## src/urd_pkg.sv

```systemverilog
// Shared types and constants for the unsigned restoring divider.
package urd_pkg;

  // Operand widths
  localparam int unsigned WIDE_W   = 64;
  localparam int unsigned NARROW_W = 32;
  // Iteration counter must hold WIDE_W itself
  localparam int unsigned CNT_W    = $clog2(WIDE_W + 1);

  // Width codes carried on the opcode field
  localparam logic OP_WIDE   = 1'b0;
  localparam logic OP_NARROW = 1'b1;

  // Sequencer states
  typedef enum logic [1:0] {
    ST_IDLE,
    ST_RUN,
    ST_DONE
  } state_t;

  // Controller to datapath
  typedef struct packed {
    logic load;  // capture a new item
    logic step;  // run one shift-subtract iteration
  } ctrl_t;

  // Datapath to controller
  typedef struct packed {
    logic den_zero;  // divisor of the incoming item is zero in its width
  } status_t;

endpackage

```

## src/urd_if.sv

```systemverilog
// Valid/ready channel interfaces for divider items and results.
interface urd_in_if;
  logic                            valid;
  logic                            ready;
  logic                            opcode;
  logic [urd_pkg::WIDE_W-1:0]      dividend;
  logic [urd_pkg::WIDE_W-1:0]      divisor;

  modport source (output valid, output opcode, output dividend, output divisor,
                  input ready);
  modport sink   (input valid, input opcode, input dividend, input divisor,
                  output ready);
endinterface

interface urd_out_if;
  logic                            valid;
  logic                            ready;
  logic [urd_pkg::WIDE_W-1:0]      quotient;
  logic [urd_pkg::WIDE_W-1:0]      remainder;
  logic                            divide_by_zero;

  modport source (output valid, output quotient, output remainder,
                  output divide_by_zero, input ready);
  modport sink   (input valid, input quotient, input remainder,
                  input divide_by_zero, output ready);
endinterface

```

## src/urd_datapath.sv

```systemverilog
// Shared shift-subtract unit: partial remainder, dividend/quotient shifter.
module urd_datapath (
  input  logic                        clk,
  input  logic                        opcode,
  input  logic [urd_pkg::WIDE_W-1:0]  dividend,
  input  logic [urd_pkg::WIDE_W-1:0]  divisor,
  input  urd_pkg::ctrl_t              ctrl,
  output urd_pkg::status_t            status,
  output logic [urd_pkg::WIDE_W-1:0]  quotient,
  output logic [urd_pkg::WIDE_W-1:0]  remainder,
  output logic                        divide_by_zero
);

  localparam int unsigned W  = urd_pkg::WIDE_W;
  localparam int unsigned NW = urd_pkg::NARROW_W;

  logic [W-1:0] part_r, part_nxt;   // partial remainder
  logic [W-1:0] numq_r, numq_nxt;   // dividend bits out the top, quotient bits in
  logic [W-1:0] den_r,  den_nxt;
  logic         dbz_r,  dbz_nxt;

  logic [W-1:0] num_sel, den_sel;
  logic [W:0]   shifted, diff;
  logic         den_zero;

  // Operand select; narrow dividend sits at the top so it shifts out first
  always_comb begin
    if (opcode == urd_pkg::OP_NARROW) begin
      num_sel = {dividend[NW-1:0], {(W-NW){1'b0}}};
      den_sel = {{(W-NW){1'b0}}, divisor[NW-1:0]};
    end else begin
      num_sel = dividend;
      den_sel = divisor;
    end
    den_zero = (den_sel == '0);
  end

  // One restoring step: 65-bit trial subtract, borrow decides the bit
  always_comb begin
    shifted = {part_r, numq_r[W-1]};
    diff    = shifted - {1'b0, den_r};
  end

  always_comb begin
    part_nxt = part_r;
    numq_nxt = numq_r;
    den_nxt  = den_r;
    dbz_nxt  = dbz_r;
    if (ctrl.load) begin
      den_nxt = den_sel;
      dbz_nxt = den_zero;
      if (den_zero) begin
        // Divide by zero: quotient 0, remainder is the dividend as selected
        part_nxt = (opcode == urd_pkg::OP_NARROW) ?
                   {{(W-NW){1'b0}}, dividend[NW-1:0]} : dividend;
        numq_nxt = '0;
      end else begin
        part_nxt = '0;
        numq_nxt = num_sel;
      end
    end else if (ctrl.step) begin
      if (!diff[W]) begin
        part_nxt = diff[W-1:0];
        numq_nxt = {numq_r[W-2:0], 1'b1};
      end else begin
        part_nxt = shifted[W-1:0];
        numq_nxt = {numq_r[W-2:0], 1'b0};
      end
    end
  end

  always_ff @(posedge clk) begin
    part_r <= part_nxt;
    numq_r <= numq_nxt;
    den_r  <= den_nxt;
    dbz_r  <= dbz_nxt;
  end

  assign status.den_zero = den_zero;
  assign quotient        = numq_r;
  assign remainder       = part_r;
  assign divide_by_zero  = dbz_r;

endmodule

```

## src/urd_ctrl.sv

```systemverilog
// Sequencer: accepts an item, counts iterations, holds the result for delivery.
module urd_ctrl (
  input  logic                        clk,
  input  logic                        rst_n,
  input  logic                        in_valid,
  input  logic                        opcode,
  input  logic                        out_ready,
  input  urd_pkg::status_t            status,
  output logic                        in_ready,
  output logic                        out_valid,
  output urd_pkg::ctrl_t              ctrl
);

  localparam int unsigned CW = urd_pkg::CNT_W;

  urd_pkg::state_t state_r, state_nxt;
  logic [CW-1:0]   cnt_r, cnt_nxt;

  always_ff @(posedge clk) begin
    if (!rst_n) begin
      state_r <= urd_pkg::ST_IDLE;
      cnt_r   <= '0;
    end else begin
      state_r <= state_nxt;
      cnt_r   <= cnt_nxt;
    end
  end

  // Next state and strobes
  always_comb begin
    state_nxt = state_r;
    cnt_nxt   = cnt_r;
    in_ready  = 1'b0;
    out_valid = 1'b0;
    ctrl      = '0;
    unique case (state_r)
      urd_pkg::ST_IDLE: begin
        in_ready = 1'b1;
        if (in_valid) begin
          ctrl.load = 1'b1;
          cnt_nxt   = (opcode == urd_pkg::OP_NARROW) ?
                      CW'(urd_pkg::NARROW_W) : CW'(urd_pkg::WIDE_W);
          state_nxt = status.den_zero ? urd_pkg::ST_DONE : urd_pkg::ST_RUN;
        end
      end
      urd_pkg::ST_RUN: begin
        ctrl.step = 1'b1;
        cnt_nxt   = cnt_r - CW'(1);
        if (cnt_r == CW'(1)) begin
          state_nxt = urd_pkg::ST_DONE;
        end
      end
      urd_pkg::ST_DONE: begin
        out_valid = 1'b1;
        if (out_ready) begin
          state_nxt = urd_pkg::ST_IDLE;
        end
      end
      default: begin
        state_nxt = urd_pkg::ST_IDLE;
      end
    endcase
  end

endmodule

```

## src/unsigned_restoring_divider_unit.sv

```systemverilog
// Unsigned restoring divider, 64-bit or 32-bit, one quotient bit per cycle.
// An item is loaded, then runs 64 iterations (opcode 0) or 32
// iterations (opcode 1) of a single 65-bit trial subtract, after which the
// result is held on the output until taken; the block accepts the next item
// the cycle after the result leaves.
// A zero divisor skips the iterations: divide_by_zero is set, quotient is 0
// and remainder is the dividend in the selected width. In 32-bit mode the
// upper 32 bits of both operands are ignored and results are zero-extended.
module unsigned_restoring_divider_unit (
  input  logic        clk,
  input  logic        rst_n,
  urd_in_if.sink      in_if,
  urd_out_if.source   out_if
);

  urd_pkg::ctrl_t   ctrl;
  urd_pkg::status_t status;

  // Sequencer
  urd_ctrl u_ctrl (
    .clk       (clk),
    .rst_n     (rst_n),
    .in_valid  (in_if.valid),
    .opcode    (in_if.opcode),
    .out_ready (out_if.ready),
    .status    (status),
    .in_ready  (in_if.ready),
    .out_valid (out_if.valid),
    .ctrl      (ctrl)
  );

  // Shift-subtract unit
  urd_datapath u_datapath (
    .clk            (clk),
    .opcode         (in_if.opcode),
    .dividend       (in_if.dividend),
    .divisor        (in_if.divisor),
    .ctrl           (ctrl),
    .status         (status),
    .quotient       (out_if.quotient),
    .remainder      (out_if.remainder),
    .divide_by_zero (out_if.divide_by_zero)
  );

endmodule
```

## src/flat_wrapper.sv

```systemverilog
// flat-port wrapper written by rule: the top's interface ports become plain ports
module unsigned_restoring_divider_unit_flat 
  (clk, rst_n, in_if_valid, in_if_opcode, in_if_dividend, in_if_divisor, in_if_ready, out_if_valid, out_if_quotient, out_if_remainder, out_if_divide_by_zero, out_if_ready);
  urd_in_if in_if_i ();
  urd_out_if out_if_i ();
  input  logic clk;
  input  logic rst_n;
  input wire logic [$bits(in_if_i.valid)-1:0] in_if_valid;
  input wire logic [$bits(in_if_i.opcode)-1:0] in_if_opcode;
  input wire logic [$bits(in_if_i.dividend)-1:0] in_if_dividend;
  input wire logic [$bits(in_if_i.divisor)-1:0] in_if_divisor;
  output wire logic [$bits(in_if_i.ready)-1:0] in_if_ready;
  output wire logic [$bits(out_if_i.valid)-1:0] out_if_valid;
  output wire logic [$bits(out_if_i.quotient)-1:0] out_if_quotient;
  output wire logic [$bits(out_if_i.remainder)-1:0] out_if_remainder;
  output wire logic [$bits(out_if_i.divide_by_zero)-1:0] out_if_divide_by_zero;
  input wire logic [$bits(out_if_i.ready)-1:0] out_if_ready;
  assign in_if_i.valid = in_if_valid;
  assign in_if_i.opcode = in_if_opcode;
  assign in_if_i.dividend = in_if_dividend;
  assign in_if_i.divisor = in_if_divisor;
  assign in_if_ready = in_if_i.ready;
  assign out_if_valid = out_if_i.valid;
  assign out_if_quotient = out_if_i.quotient;
  assign out_if_remainder = out_if_i.remainder;
  assign out_if_divide_by_zero = out_if_i.divide_by_zero;
  assign out_if_i.ready = out_if_ready;
  unsigned_restoring_divider_unit u_core (.clk(clk), .rst_n(rst_n), .in_if(in_if_i), .out_if(out_if_i));
endmodule
```

## config.mk

```make
export PLATFORM = sky130hd
export DESIGN_NAME = unsigned_restoring_divider_unit_flat
export DESIGN_NICKNAME = d
export VERILOG_FILES = /design/src/urd_pkg.sv /design/src/urd_if.sv /design/src/urd_datapath.sv /design/src/urd_ctrl.sv /design/src/unsigned_restoring_divider_unit.sv /design/src/flat_wrapper.sv
export SDC_FILE = /design/constraint.sdc
export NUM_CORES = 1
export LEC_CHECK = 0
export BUFFER_PORTS_ARGS = -buffer_cell sky130_fd_sc_hd__buf_2
export CAP_MARGIN = 40
export CORE_MARGIN = 2
export CORE_UTILIZATION = 50
export CTS_BUF_LIST = sky130_fd_sc_hd__clkbuf_8 sky130_fd_sc_hd__clkbuf_16
export CTS_CLUSTER_SIZE = 25
export DETAILED_ROUTE_END_ITERATION = 8
export GPL_TIMING_DRIVEN = 0
export PLACE_DENSITY = 0.77
export SYNTH_ARGS = -nofsm -noshare
export SYNTH_HDL_FRONTEND = slang
export SYNTH_SLANG_ARGS = --single-unit
```

## constraint.sdc

```tcl
create_clock -name clk -period 4.6 [get_ports clk]
set_input_delay 0.69 -clock clk [delete_from_list [all_inputs] [get_ports clk]]
set_output_delay 0.69 -clock clk [all_outputs]
set_load 0.03 [all_outputs]
```

==> results.sh, run 1 <==
export IMPL_run_status="finished, final reports clean"
export IMPL_finalClockSkew_ns=0.008513
export IMPL_cts_buffers=23
export IMPL_grt_max_degree=83
export IMPL_netlist_area_um2=13090
export IMPL_use_met1=0.4069
export IMPL_cts_hold_buffers=0
export IMPL_dp_hpwl_mm=34.43
export IMPL_synth_top_cell_by_area="edfxtp_1"
export IMPL_crit_chain="inv_1 -> ha_1 -> fa_1 -> nor2b_1 -> o2111ai_1 -> a21o_1 -> a211oi_2 -> o211ai_1 -> a21bo_1 -> a21oi_2 -> nor2_4 -> nand2_1 -> clkbuf_1 -> o221ai_1"
export IMPL_timing_hold_ws_ns=0.3561
export IMPL_grt_ovfl_total=0
export IMPL_worstHoldPathCells=1
export IMPL_antenna_left=0
export IMPL_core_um2=25910
export IMPL_cp_num_cells=14
export IMPL_die_h_um=165.8
export IMPL_r2r_cells=14
export IMPL_cts_setup_buffers=0
export IMPL_arrival_ns=4.37
export IMPL_cts_resized=0
export IMPL_viasPerCell=6.131
export IMPL_port_buffers=262
export IMPL_peakVddDrop_v=0.0004720
export IMPL_clock_sinks=202
export IMPL_syn2layout_area_growth_pct=20.40
export IMPL_clock_latency_ns=0.52
export IMPL_slowest_stage="clkbuf_1"
export IMPL_worstMarginPinSlew_ns=0.8573
export IMPL_vias=11960
export IMPL_netlist_cell_type_count=66
export IMPL_cts_max_level=1
export IMPL_slew_headroom=0.4232
export IMPL_postSynthCellCount=1306
export IMPL_path_buf_inv=2
export IMPL_fin_util=0.6080
export IMPL_yosys_area_top_type_share=0.4429
export IMPL_path_delay_family="compound AO/OA/AOI/OAI gates"
export IMPL_layout_min_cycle_time_ns=4.130
export IMPL_avgSynthCellArea_um2=10.02
export IMPL_hold_viol=0
export IMPL_synth_seq_cells=202
export IMPL_nets=1796
export IMPL_grt_met2_usage=0.4878
export IMPL_clockRootBuffer="clkbuf_16"
export IMPL_die_area_um2=27480
export IMPL_grt_pass1_wl_mm=65.46
export IMPL_max_stage_delay_ns=0.42
export IMPL_rows=59
export IMPL_synth_edff_count=193
export IMPL_max_freq_ghz=0.2421
export IMPL_gp_congestion=0.9609
export IMPL_antenna_found_initial=2
export IMPL_p_leak_nw=6.841
export IMPL_nFillCells=2233
export IMPL_drt_wl_total_mm=43.72
export IMPL_drv_cap=0
export IMPL_routedWlPerCell_um=22.42
export IMPL_drc=0
export IMPL_ys_warn_count=0
export IMPL_synth_nets=1506
export IMPL_path_clk_slew_ns=0.06
export IMPL_first_iter_violations=1395
export IMPL_cts_tree="yes"
export IMPL_crit_type="flop to flop"
export IMPL_grt_use_met3=0.06030
export IMPL_yosysSeqAreaShare=0.4567
export IMPL_crit_path_start_kind="flop"
export IMPL_finalSetupTns_ns=0
export IMPL_firstDrtPassIters=5
export IMPL_hp_class="input port to flop"
export IMPL_grtUsageTotal=0.3044
export IMPL_synth_area_top_cells="edfxtp_1 (44%), ha_1 (6.3%), mux2i_1 (6.0%)"
export IMPL_ios=264
export IMPL_finalCritPeriodShare=0.8978
export IMPL_powerDensity_nw_per_um2=732.8
export IMPL_setup_viol=0
export IMPL_critPathMaxFanout=10
export IMPL_dieWidth_um=165.8
export IMPL_cp_end_kind="flop"
export IMPL_initial_core_util=0.5050
export IMPL_grt_setup_unrepaired="false"
export IMPL_first_global_vias=11420
export IMPL_clock_path_buffers=3
export IMPL_maxSlewViolCount=0
export IMPL_cp_required_ns=4.84
export IMPL_ys_async_sr_fraction=0
export IMPL_drive_above_1_share=0.2095
export IMPL_synth_ff_type="edfxtp_1"
export IMPL_top_usage_layer="met2"
placed cells by master, fill, tap and decap left out, drive strengths merged, types with 21 or more instances in the layout:
master  count
nor4       21
xor2       22
inv        81
xnor2      33
nor2       38
o21ai      95
a21o       53
ha         66
nor2b      40
a22o       34
nand2     145
o31ai      36
a21oi      88
clkbuf     81
mux2i      79
edfxtp    193
buf       284
nand4      25
per-layer routing:
| layer | vias to the layer above | share of wire |
|---|---|---|
| met4 | 0 | 0.044 |
| met2 | 681 | 0.46 |
| met3 | 116 | 0.096 |
| met5 | - | 0 |
| li1 | 5483 | - |
| met1 | 5676 | 0.41 |
state kept, by name (all words and copies together) (netlist names):
| name | cells |
|---|---|
| u_core.u_datapath.quotient | 64 |
| u_core.u_ctrl.state_r | 2 |
| u_core.u_datapath.divide_by_zero | 1 |
| u_core.u_datapath.remainder | 64 |
| u_core.u_ctrl.cnt_r | 7 |
| u_core.u_datapath.den_r | 64 |
power by group:
part	leakage (nW)	switching [mW]	total (mW)	internal (mW)
clock	0.424	0.798	2.11	1.31
combinational	4.41	3.93	6.19	2.26
sequential	2.00	0.531	3.24	2.71
total	6.84	5.26	11.5	6.28
kinds of logic after synthesis:
logic type	synth area share
simple gates	0.1323
flops	0.4567
fa+ha+maj	0.06464
xor+xnor	0.03681
mux	0.06043
buf+inv	0.04771
compound gates	0.2014
cells in the mapped netlist, types with 8 or more instances:
cell type,count
edfxtp_1,193
nand2_1,144
o21ai_0,90
a21oi_1,87
inv_1,79
mux2i_1,79
ha_1,66
clkbuf_1,58
a21o_1,53
nor2b_1,40
nor2_1,37
o31ai_1,36
a22o_1,34
xnor2_1,33
nand4_1,25
xor2_1,22
nor4_1,21
a32oi_1,15
nand3_1,15
a31oi_1,14
and2_1,13
nor3_1,12
o211ai_1,11
o21bai_1,11
buf_2,10
dfxtp_1,9
and3_1,8
o21a_1,8
path summary, 6_finish.rpt:
| path | endpoint | from | slack [ns] |
|---|---|---|---|
| min | u_core.u_datapath.den_r[11] | in_if_divisor[11] | 0.36 |
| min reg2reg | u_core.u_ctrl.cnt_r[4] | u_core.u_ctrl.cnt_r[4] | 0.52 |
| max reg2reg | u_core.u_datapath.remainder[59] | u_core.u_datapath.quotient[63] | 0.47 |
| max | u_core.u_datapath.remainder[59] | u_core.u_datapath.quotient[63] | 0.47 |
per-stage QoR:
step	cell area [um^2]	cells	power (mW)	worst slack, ns
floorplan	13090	1306	7.562	0.7089
global placement	14820	1903	9.239	-0.8023
detailed placement	14890	1906	9.323	0.2872
CTS	15750	1948	11.43	0.6078
global route	15750	1950	12.16	0.2943
finish	15750	1950	11.54	0.4701
area by class of cell:
type                            count  area, um^2  area share
Timing Repair Buffer              265        1370     0.08697
Sequential cell                   202        5976      0.3793
Multi-Input combinational cell    947        6501      0.4127
Antenna cell                        2       5.005   0.0003177
Clock buffer                       23       575.6     0.03653
Buffer                             78       331.6     0.02105
Inverter                           79       296.5     0.01882
Tap cell                          335       419.2     0.02661
Clock inverter                     19       279.0     0.01771
(Power assumes the default switching activity.)
==> inputs of run 2 (changes only) <==
--- a/config.mk
+++ b/config.mk
@@ -10,10 +10,10 @@
 export CORE_MARGIN = 2
 export CORE_UTILIZATION = 50
 export CTS_BUF_LIST = sky130_fd_sc_hd__clkbuf_8 sky130_fd_sc_hd__clkbuf_16
-export CTS_CLUSTER_SIZE = 25
 export DETAILED_ROUTE_END_ITERATION = 8
 export GPL_TIMING_DRIVEN = 0
 export PLACE_DENSITY = 0.77
+export RECOVER_POWER = 100
 export SYNTH_ARGS = -nofsm -noshare
 export SYNTH_HDL_FRONTEND = slang
 export SYNTH_SLANG_ARGS = --single-unit
==> run 2 against run 1 <==
The flow now finishes with violations (capacitance limit, slew limit). Flip-flop and latch count stayed put. Maximum frequency is 3.9% lower. Wire length is 0.13% higher. Via count is 0.50% higher. Global-route usage stayed put. Clock-buffer cell count stayed put. Non-clock buffer count stayed put. Die area stayed put. Worst setup slack worse by 0.17 ns.
==> results.sh, run 2 (synthesis gave the netlist of run 1 again) <==
export IMPL_final_common_cell="clkbuf_1"
export IMPL_finalClockSkew_ns=0.008211
export IMPL_peakVddDrop_v=0.0004468
export IMPL_routedWlPerCell_um=22.45
export IMPL_cts_buffers=23
export IMPL_crit_path_start_kind="flop"
export IMPL_hp_class="input port to flop"
export IMPL_placed_cells_incl_taps=1906
export IMPL_finalCritPeriodShare=0.9342
export IMPL_rows=59
export IMPL_clock_latency_ns=0.52
export IMPL_startpoint="u_core.u_datapath.quotient[63]"
export IMPL_cts_resized=0
export IMPL_antenna_left=0
export IMPL_dp_hpwl_mm=34.43
export IMPL_port_buffers=262
export IMPL_cp_end_kind="flop"
export IMPL_clock_sinks=202
export IMPL_syn2layout_area_growth_pct=18.72
export IMPL_finalSetupTns_ns=0
export IMPL_slew_headroom=-0.4493
export IMPL_first_global_vias=11420
export IMPL_die_area_um2=27480
export IMPL_worstMarginPinSlew_ns=2.169
export IMPL_grtUsageTotal=0.3044
export IMPL_drive_above_1_share=0.1128
export IMPL_drv_cap=2
export IMPL_hold_start="in_if_divisor[11]"
export IMPL_firstDrtPassIters=6
export IMPL_pre_cts_ws_ns=0.2872
export IMPL_viasPerCell=6.162
export IMPL_arrival_ns=4.55
export IMPL_max_freq_ghz=0.2327
export IMPL_initial_core_util=0.5050
export IMPL_layout_min_cycle_time_ns=4.297
export IMPL_grt_max_degree=83
export IMPL_maxSlewViolCount=81
export IMPL_ios=264
export IMPL_grt_ovfl_total=0
export IMPL_clockRootBuffer="clkbuf_16"
export IMPL_run_status="complete, but fails checks"
export IMPL_cts_max_level=1
export IMPL_dpl_cell_area_um2=14890
export IMPL_stdcell_count=1950
export IMPL_nets=1796
export IMPL_setup_viol=0
export IMPL_nFillCells=2322
export IMPL_vias=12020
export IMPL_hold_viol=0
export IMPL_die_h_um=165.8
export IMPL_crit_type="flop to flop"
export IMPL_antenna_found_initial=2
export IMPL_violations="capacitance limit, slew limit"
export IMPL_critPathMaxFanout=10
export IMPL_r2r_start="u_core.u_datapath.quotient[63]"
export IMPL_grt_setup_unrepaired="false"
export IMPL_cts_hold_buffers=0
export IMPL_dieWidth_um=165.8
export IMPL_drt_wl_total_mm=43.78
export IMPL_cp_required_ns=4.86
export IMPL_core_um2=25910
export IMPL_clock_path_buffers=3
export IMPL_gp_congestion=0.9609
export IMPL_final_area_um2=15530
export IMPL_cts_tree="yes"
export IMPL_grt_pass1_wl_mm=65.46
export IMPL_drc=0
export IMPL_cts_setup_buffers=0
export IMPL_p_leak_nw=6.374
export IMPL_powerDensity_nw_per_um2=736.1
export IMPL_final_cell_mix="clkbuf_1 (215), edfxtp_1 (193), nand2_1 (144)"
export IMPL_first_iter_violations=1481
export IMPL_setup_ws_ns=0.3027
export IMPL_path_clk_slew_ns=0.06
[run 2: cell types whose count changed in the layout (fill, tap and decap cells not counted), moves of 4 or more]
| cell | delta |
|---|---|
| o21ai_0 | +4 |
| and2_1 | -5 |
| and2_0 | +5 |
| o21ai_1 | -4 |
| clkbuf_1 | +158 |
| buf_1 | -4 |
| buf_2 | -153 |
[run 2: worst max-delay path, cell delays in order, from the launching register on]
cell	delay, ns
edfxtp_1	0.35
inv_1	0.10
ha_1	0.24
fa_1	0.40
nor2b_1	0.24
o2111ai_1	0.22
a21o_1	0.27
a211oi_1	0.34
o211ai_1	0.25
a21bo_1	0.28
and3_4	0.23
nor2_4	0.15
clkbuf_2	0.42
buf_6	0.23
mux2i_1	0.21
o21ai_0	0.11
[run 2: report_power, final]
group	total, mW	internal (mW)	switching (mW)
Combinational	6.07	2.15	3.92
Clock	2.11	1.31	0.802
Sequential	3.26	2.72	0.541
Total	11.4	6.17	5.26
[run 2: per-layer routing]
layer / GRT usage / vias to the layer above / wire (um)
met2: 0.4878 / 672 / 20000
met5: 0 / - / 0
met1: 0.4069 / 5741 / 17570
met3: 0.06030 / 117 / 4375
li1: - / 5486 / -
met4: 0.1255 / 0 / 1840
[run 2: worst paths after layout]
kind | endpoint | slack (ns) | cells after the start
max | u_core.u_datapath.remainder[46] | 0.30 | 15
min | u_core.u_datapath.den_r[11] | 0.36 | 1
max reg2reg | u_core.u_datapath.remainder[46] | 0.30 | 15
min reg2reg | u_core.u_ctrl.cnt_r[5] | 0.52 | 2
[run 2: area by class of cell]
cell class	instances	area [um^2]	area share
Multi-Input combinational cell	947	6480	0.4171
Sequential cell	202	5976	0.3847
Timing Repair Buffer	265	1180	0.07595
Clock buffer	23	575.6	0.03705
Tap cell	335	419.2	0.02698
Buffer	78	324.1	0.02086
Inverter	79	296.5	0.01909
Clock inverter	19	279.0	0.01796
Antenna cell	2	5.005	0.0003222
[run 2: metrics by stage]
step	utilization	hold slack [ns]	total power, mW
after floorplan	-	0.4598	7.562
after global placement	0.5719	0.4774	9.239
after detailed placement	0.5748	0.5073	9.323
after CTS	0.6078	0.3434	11.43
after global routing	0.5995	0.3417	12.05
final	0.5995	0.3565	11.44
==> inputs of run 3 (changes only) <==
--- a/config.mk
+++ b/config.mk
@@ -7,6 +7,7 @@
 export LEC_CHECK = 0
 export BUFFER_PORTS_ARGS = -buffer_cell sky130_fd_sc_hd__buf_2
 export CAP_MARGIN = 40
+export CORE_ASPECT_RATIO = 0.75
 export CORE_MARGIN = 2
 export CORE_UTILIZATION = 50
 export CTS_BUF_LIST = sky130_fd_sc_hd__clkbuf_8 sky130_fd_sc_hd__clkbuf_16
==> constraint.sdc (replaced) <==
create_clock -name clk -period 4.6 [get_ports clk]
set_input_delay 0.69 -clock clk [delete_from_list [all_inputs] [get_ports clk]]
set_output_delay 0.69 -clock clk [all_outputs]
set_load 0.1 [all_outputs]
==> run 3 against run 2 <==
The run still ends with capacitance limit, slew limit left. Clock skew grew 0.0067 ns. Sequential share of layout area grew 0.15 points. Worst hold slack lost 0.0069 ns. Critical endpoint is now u_core.u_datapath.remainder[56]. Largest cell class unchanged.
==> results.sh, run 3 (synthesis gave the netlist of run 1 again) <==
export IMPL_combPwrFrac=0.611
export IMPL_antenna_left=0
export IMPL_first_iter_violations=1292
export IMPL_clock_latency_ns=0.53
export IMPL_cp_required_ns=4.95
export IMPL_nets=1795
export IMPL_routedWlPerCell_um=22.87
export IMPL_worstMarginPinSlew_ns=1.527
export IMPL_powerDensity_nw_per_um2=863.9
export IMPL_critPathMaxFanout=10
export IMPL_grtUsageTotal=0.3134
export IMPL_die_h_um=144.1
export IMPL_timing_hold_ws_ns=0.3496
export IMPL_crit_type="flop to flop"
export IMPL_finalCritPeriodShare=0.9120
export IMPL_p_leak_nw=6.303
export IMPL_p_int_mw=6.016
export IMPL_firstDrtPassIters=6
export IMPL_violations="capacitance limit, slew limit"
export IMPL_dp_hpwl_mm=35.72
export IMPL_initial_core_util=0.5063
export IMPL_gp_congestion=0.9384
export IMPL_grt_setup_unrepaired="false"
export IMPL_p_sw_mw=7.355
export IMPL_peakVddDrop_v=0.0006669
export IMPL_drive_above_1_share=0.1055
export IMPL_drv_cap=2
export IMPL_drt_wl_total_mm=44.79
export IMPL_antenna_found_initial=3
export IMPL_cts_tree="yes"
export IMPL_cts_max_level=1
export IMPL_final_common_cell="clkbuf_1"
export IMPL_maxSlewViolCount=77
export IMPL_syn2layout_area_growth_pct=18.27
export IMPL_r2r_cells=13
export IMPL_path_clk_slew_ns=0.06
export IMPL_port_buffers=262
export IMPL_grt_pass1_wl_mm=64.44
export IMPL_slew_headroom=-0.02158
export IMPL_die_area_um2=27490
export IMPL_ios=264
export IMPL_clockRootBuffer="clkbuf_16"
export IMPL_finalClockSkew_ns=0.01491
export IMPL_arrival_ns=4.55
export IMPL_cts_resized=0
export IMPL_first_global_vias=10770
export IMPL_hp_class="input port to flop"
export IMPL_max_freq_ghz=0.2384
export IMPL_run_status="complete, but fails checks"
export IMPL_swShare=0.5501
export IMPL_cp_end_kind="flop"
export IMPL_viasPerCell=6.027
export IMPL_pwr_share_clk=0.145
export IMPL_worstHoldPathCells=1
export IMPL_grt_max_degree=71
export IMPL_drc=0
export IMPL_cts_buffers=22
export IMPL_dieWidth_um=190.8
export IMPL_hold_viol=0
export IMPL_core_um2=25840
export IMPL_setup_viol=0
export IMPL_final_cell_mix="clkbuf_1 (221), edfxtp_1 (193), nand2_1 (143)"
export IMPL_crit_path_start_kind="flop"
export IMPL_clock_path_buffers=3
export IMPL_rows=51
export IMPL_seqPwrFrac=0.244
export IMPL_cts_hold_buffers=0
export IMPL_layout_min_cycle_time_ns=4.195
export IMPL_grt_ovfl_total=0
export IMPL_cts_setup_buffers=0
export IMPL_clock_sinks=202
export IMPL_finalSetupTns_ns=0
export IMPL_vias=11800
-- run 3: final timing paths --
check / startpoint / end / slack (ns)
max: u_core.u_datapath.remainder[6] / u_core.u_datapath.remainder[56] / 0.40
min: in_if_divisor[19] / u_core.u_datapath.den_r[19] / 0.35
max reg2reg: u_core.u_datapath.remainder[6] / u_core.u_datapath.remainder[56] / 0.40
min reg2reg: u_core.u_ctrl.cnt_r[4] / u_core.u_ctrl.cnt_r[4] / 0.52
-- run 3: through the flow --
| stage | instance area, um^2 | setup slack, ns | utilization | std cells | power [mW] |
|---|---|---|---|---|---|
| floorplan | 13090 | 0.1907 | - | 1306 | 9.585 |
| global placement | 14830 | -0.1616 | 0.5739 | 1912 | 11.32 |
| detailed placement | 14910 | 0.4550 | 0.5771 | 1915 | 11.40 |
| CTS | 15690 | 0.6515 | 0.6071 | 1955 | 13.35 |
| global route | 15480 | 0.1971 | 0.5988 | 1958 | 13.96 |
| finish | 15480 | 0.4050 | 0.5988 | 1958 | 13.37 |
-- run 3: metal layers --
layer / wire length [um] / vias up / global-route usage
met4: 1359 / 0 / 0.09384
li1: - / 5474 / -
met3: 5683 / 87 / 0.07353
met1: 19640 / 5539 / 0.4714
met5: 0 / - / 0
met2: 18110 / 701 / 0.4441
-- run 3: critical path, stage by stage (launching register included) --
cell and delay (ns):
edfxtp_1 0.47, ha_1 0.42, a21oi_1 0.09, o21ai_0 0.43
a31oi_1 0.25, a211oi_1 0.43, o211ai_1 0.24, a21bo_1 0.29
a21oi_2 0.38, or2_0 0.29, buf_2 0.31, buf_6 0.19
a32oi_1 0.11, o21ai_0 0.13
-- run 3: cell type report --
type | count | area [um^2]
timing repair buffer | 265 | 1181
antenna | 3 | 7.507
multi-input combinational | 947 | 6482
tap | 344 | 430.4
buffer | 78 | 325.3
sequential | 202 | 5976
clock inverter | 18 | 226.5
inverter | 79 | 296.5
fill | 2369 | 10370
clock buffer | 22 | 550.5
-- run 3: power groups by stage --
stage | sequential [mW] | clock [mW] | combinational (mW)
2_1_floorplan | 5.80 | 0 | 3.79
3_3_place_gp | 3.27 | 0 | 8.05
3_5_place_dp | 3.25 | 0 | 8.15
4_1_cts | 3.22 | 1.95 | 8.18
5_1_grt | 3.29 | 2.01 | 8.65
6_report | 3.27 | 1.94 | 8.17
